--- src/rtl/krt_pkg.sv ---
package krt_pkg;

    localparam int RECORD_BITS = 8;
    localparam int KEY_WIDTH   = 32;
    localparam int VALUE_WIDTH = 32;
    localparam int MAP_BITS    = RECORD_BITS + 1;
    localparam int REC_LIMIT   = 1 << RECORD_BITS;
    localparam int MAP_SIZE    = 1 << MAP_BITS;
    localparam int COUNT_BITS  = RECORD_BITS + 1;

    typedef enum logic [1:0] {
        CMD_LOOKUP = 2'd0,
        CMD_PUT    = 2'd1,
        CMD_DELETE = 2'd2,
        CMD_NONE   = 2'd3
    } cmd_t;

    typedef enum logic [1:0] {
        ST_OK       = 2'd0,
        ST_INSERTED = 2'd1,
        ST_MISSING  = 2'd2,
        ST_FULL     = 2'd3
    } status_t;

    typedef enum logic [3:0] {
        S_CLR,
        S_IDLE,
        S_PR_RD,
        S_PR_CHK,
        S_PR_KEY,
        S_LK_VAL,
        S_D_RDL,
        S_D_MOV,
        S_RP_RD,
        S_RP_CHK,
        S_SH_RD,
        S_SH_CHK,
        S_SH_KEY
    } state_t;

    typedef struct packed {
        logic                   used;
        logic [RECORD_BITS-1:0] slot;
    } map_ent_t;

    typedef struct packed {
        logic                eq;
        logic                movable;
        logic [MAP_BITS-1:0] pos_inc;
    } step_res_t;

    function automatic logic [MAP_BITS-1:0] home_of(input logic [KEY_WIDTH-1:0] k);
        return k[MAP_BITS-1:0];
    endfunction

endpackage

--- src/rtl/krt_step.sv ---
// Shared probe step: key compare, cursor advance, shift-eligibility test.
module krt_step (
    input  logic [krt_pkg::KEY_WIDTH-1:0] key_a,
    input  logic [krt_pkg::KEY_WIDTH-1:0] key_b,
    input  logic [krt_pkg::MAP_BITS-1:0]  pos,
    input  logic [krt_pkg::MAP_BITS-1:0]  hole,
    output krt_pkg::step_res_t            res
);

    logic [krt_pkg::MAP_BITS-1:0] h;

    always_comb
    begin
        h           = krt_pkg::home_of(key_b);
        res.eq      = (key_a == key_b);
        res.pos_inc = pos + 1'b1;
        if (pos > hole)
        begin
            res.movable = (h <= hole) || (h > pos);
        end
        else
        begin
            res.movable = (h <= hole) && (h > pos);
        end
    end

endmodule

--- config.mk ---
export PLATFORM = sky130hd
export DESIGN_NAME = krt_step
export DESIGN_NICKNAME = d
export VERILOG_FILES = /design/src/rtl/krt_pkg.sv /design/src/rtl/krt_step.sv
export SDC_FILE = /design/constraint.sdc
export NUM_CORES = 1
export LEC_CHECK = 0
export ABC_CLOCK_PERIOD_IN_PS = 3410
export BUFFER_PORTS_ARGS = -buffer_cell sky130_fd_sc_hd__buf_2
export CAP_MARGIN = 10
export CORE_ASPECT_RATIO = 0.5
export CORE_MARGIN = 5
export CORE_UTILIZATION = 40
export DETAILED_ROUTE_END_ITERATION = 16
export PLACE_DENSITY = 0.88
export SETUP_SLACK_MARGIN = 0.05
export SLEW_MARGIN = 20
export SYNTH_ARGS = -nofsm -noshare
export SYNTH_HDL_FRONTEND = slang
export SYNTH_SLANG_ARGS = --single-unit
--- constraint.sdc ---
create_clock -name vclk -period 3.41
set_input_delay 0.682 -clock vclk [all_inputs]
set_output_delay 0.682 -clock vclk [all_outputs]
set_load 0.02 [all_outputs]
==> impl_metrics.json <==
{
  "ios": 93,
  "grt_pass1_vias": 1378,
  "syn_avg_cell_area_um2": 7.809,
  "place_hpwl_mm": 3.420,
  "antenna_left": 0,
  "post-place-ws_ns": 0.3356,
  "io_buffers": 93,
  "synth.distinct_cells": 24,
  "cts_setup_buffers": 0,
  "period_needed_ns": 3.079,
  "setup_viol_count_final": 0,
  "netlist.area_leader.share_pct": 30.94,
  "path_cells": "buf_2 > ha_1 > a21o_1 > a21o_1 > a2111oi_4 > nor3b_1 > maj3_2 > buf_2",
  "wl_mm": 3.603,
  "syn-num-nets": 255,
  "cts_resized": 0,
  "ys_top_cells_by_count": "33 x xor2_1, 28 x ha_1, 19 x inv_1",
  "fmax_mhz": 324.8,
  "status": "finished clean",
  "endpoint_kind": "primary output",
  "yosysTopAreaCell": "ha_1",
  "seq_cells": 0,
  "max-slew-margin-rel_pct": 70.46,
  "initial_utilization_pct": 42.71,
  "drtIter0Drc": 62,
  "rsz0062_at_grt": "no",
  "fp.dieW_um": 85.25,
  "grtUsageMet1_pct": 19.78,
  "clkbuf_count": 0,
  "leakagePower_nw": 0.9369,
  "power.density_mw_per_mm2": 126.0,
  "syn2layout_area_growth_pct": 45.19,
  "drv_cap": 0,
  "grtUsageMet2_pct": 36.42,
  "firstDrtPassIters": 4,
  "arrival_ns": 2.40,
  "syn_area_mm2": 0.001132,
  "synth_area_leaders": "ha_1 31%, xor2_1 26%, inv_1 6.3%",
  "antenna_cells": 0,
  "row_count": 13,
  "final_cells": 275,
  "antenna_found_initial": 0,
  "placedCellCount": 275,
  "critPathMaxFanout": 5,
  "gr-usage-met3_pct": 1.375,
  "grt_overflow": 0,
  "cp_slowest_cell": "a2111oi_4",
  "hold_path_class": "in2out",
  "ys_seq_area_share_pct": 0,
  "grt_pass1_wl_mm": 5.706,
  "crit_start": "pos[2]",
  "hp-start": "pos[4]",
  "yosys_warnings": 0,
  "grt_max_degree": 7,
  "crit_required_ns": 2.73,
  "layout-drive-gt1-share_pct": 39.92,
  "grt_usage_pct": 16.81,
  "worstSetupStartpointType": "primary input",
  "place_congestion": 0.8277,
  "postCtsHoldBufs": 0,
  "routed_via_density": 4.978,
  "area.sequential_um2": 0,
  "nFillCells": 233,
  "fin_crit_sh_pct": 90.29,
  "critPathKind": "in2out",
  "tightest_slew_ns": 0.4390,
  "synthCells": 145,
  "die_area_mm2": 0.004059,
  "ir_drop_mv": 0.04443,
  "hold_slack_ns": 1.688,
  "wire_per_inst_um": 13.10,
  "setup_tns_ns": 0,
  "hold_violations": 0,
  "num_vias": 1369,
  "top_usage_layer": "met2",
  "core_mm2": 0.002651,
  "slowest_delay_ns": 0.33,
  "fp.dieH_um": 47.62,
  "fin_nets": 350,
  "worst_slack_ns": 0.3312,
  "maxSlewViolCount": 0,
  "fin_util_pct": 62.01,
  "drcViolationCount": 0,
  "synth.most_common_cell": "xor2_1"
}
[final timing paths]
kind / endpoint / cells past startpoint
worst max-delay path: res[9] / 8
worst min-delay path: res[4] / 3
[placed cells by master, fill, tap and decap left out]
master and instances:
nand2b_1 1, nand2_1 4, nand3_1 5, ha_1 28
nor2_1 4, a2111oi_4 1, o21ai_0 3, maj3_2 1
o21ai_1 1, inv_1 19, o41ai_1 1, nor2b_1 1
nand4_1 8, nor3b_1 1, xnor2_1 6, a21oi_1 7
a211oi_1 2, and4_1 2, o211ai_1 1, nor4_1 9
buf_2 93, o21a_1 1, nor3_1 3, xor2_1 33
a21o_1 3
[worst max-delay path: cells and delay by family]
kind	cells	cell delay [ns]
AND/OR/NAND/NOR	1	0.11
adder cells (fa/ha/maj)	2	0.61
AO/OA/AOI/OAI	3	0.70
buffers and inverters	2	0.29
[final cells by class]
| cell class | count | area [µm²] | area share [%] |
|---|---|---|---|
| multi-input cells | 126 | 1061 | 64.54 |
| well taps | 37 | 46.29 | 2.816 |
| repair buffers | 93 | 465.4 | 28.31 |
| inverters | 19 | 71.32 | 4.338 |
[power breakdown]
| part | internal, mW | switching, mW |
|---|---|---|
| combinational | 0.100 | 0.107 |
| sequential | 0 | 0 |
| clock | 0 | 0 |
[routing by layer]
| metal | wire [µm] | vias up | part of all wire, % |
|---|---|---|---|
| met1 | 1383 | 617 | 38 |
| li1 | - | 708 | - |
| met2 | 1962 | 42 | 54 |
| met5 | 0 | - | 0 |
| met3 | 247 | 2 | 6.9 |
| met4 | 10 | 0 | 0.28 |
[metrics by stage]
stage / cell area [µm²] / power [mW]
2_1_floorplan: 1132 / 0.1137
3_5_place_dp: 1644 / 0.2068
5_1_grt: 1644 / 0.2320
6_report: 1644 / 0.2071
4_1_cts: 1644 / 0.2078
3_3_place_gp: 1644 / 0.1975
[kinds of logic (layout without fill, tap and decap cells)]
group                    count (synthesis)  after routing  synth area share, %
XOR/XNOR                                39             39                30.17
AO/OA/AOI/OAI                           20             20                12.71
adder cells (fa/ha/maj)                 29             29                31.93
AND/OR/NAND/NOR                         38             38                18.89
buffers and inverters                   19            112                6.298
No activity file was read; power rests on OpenSTA's default activity.
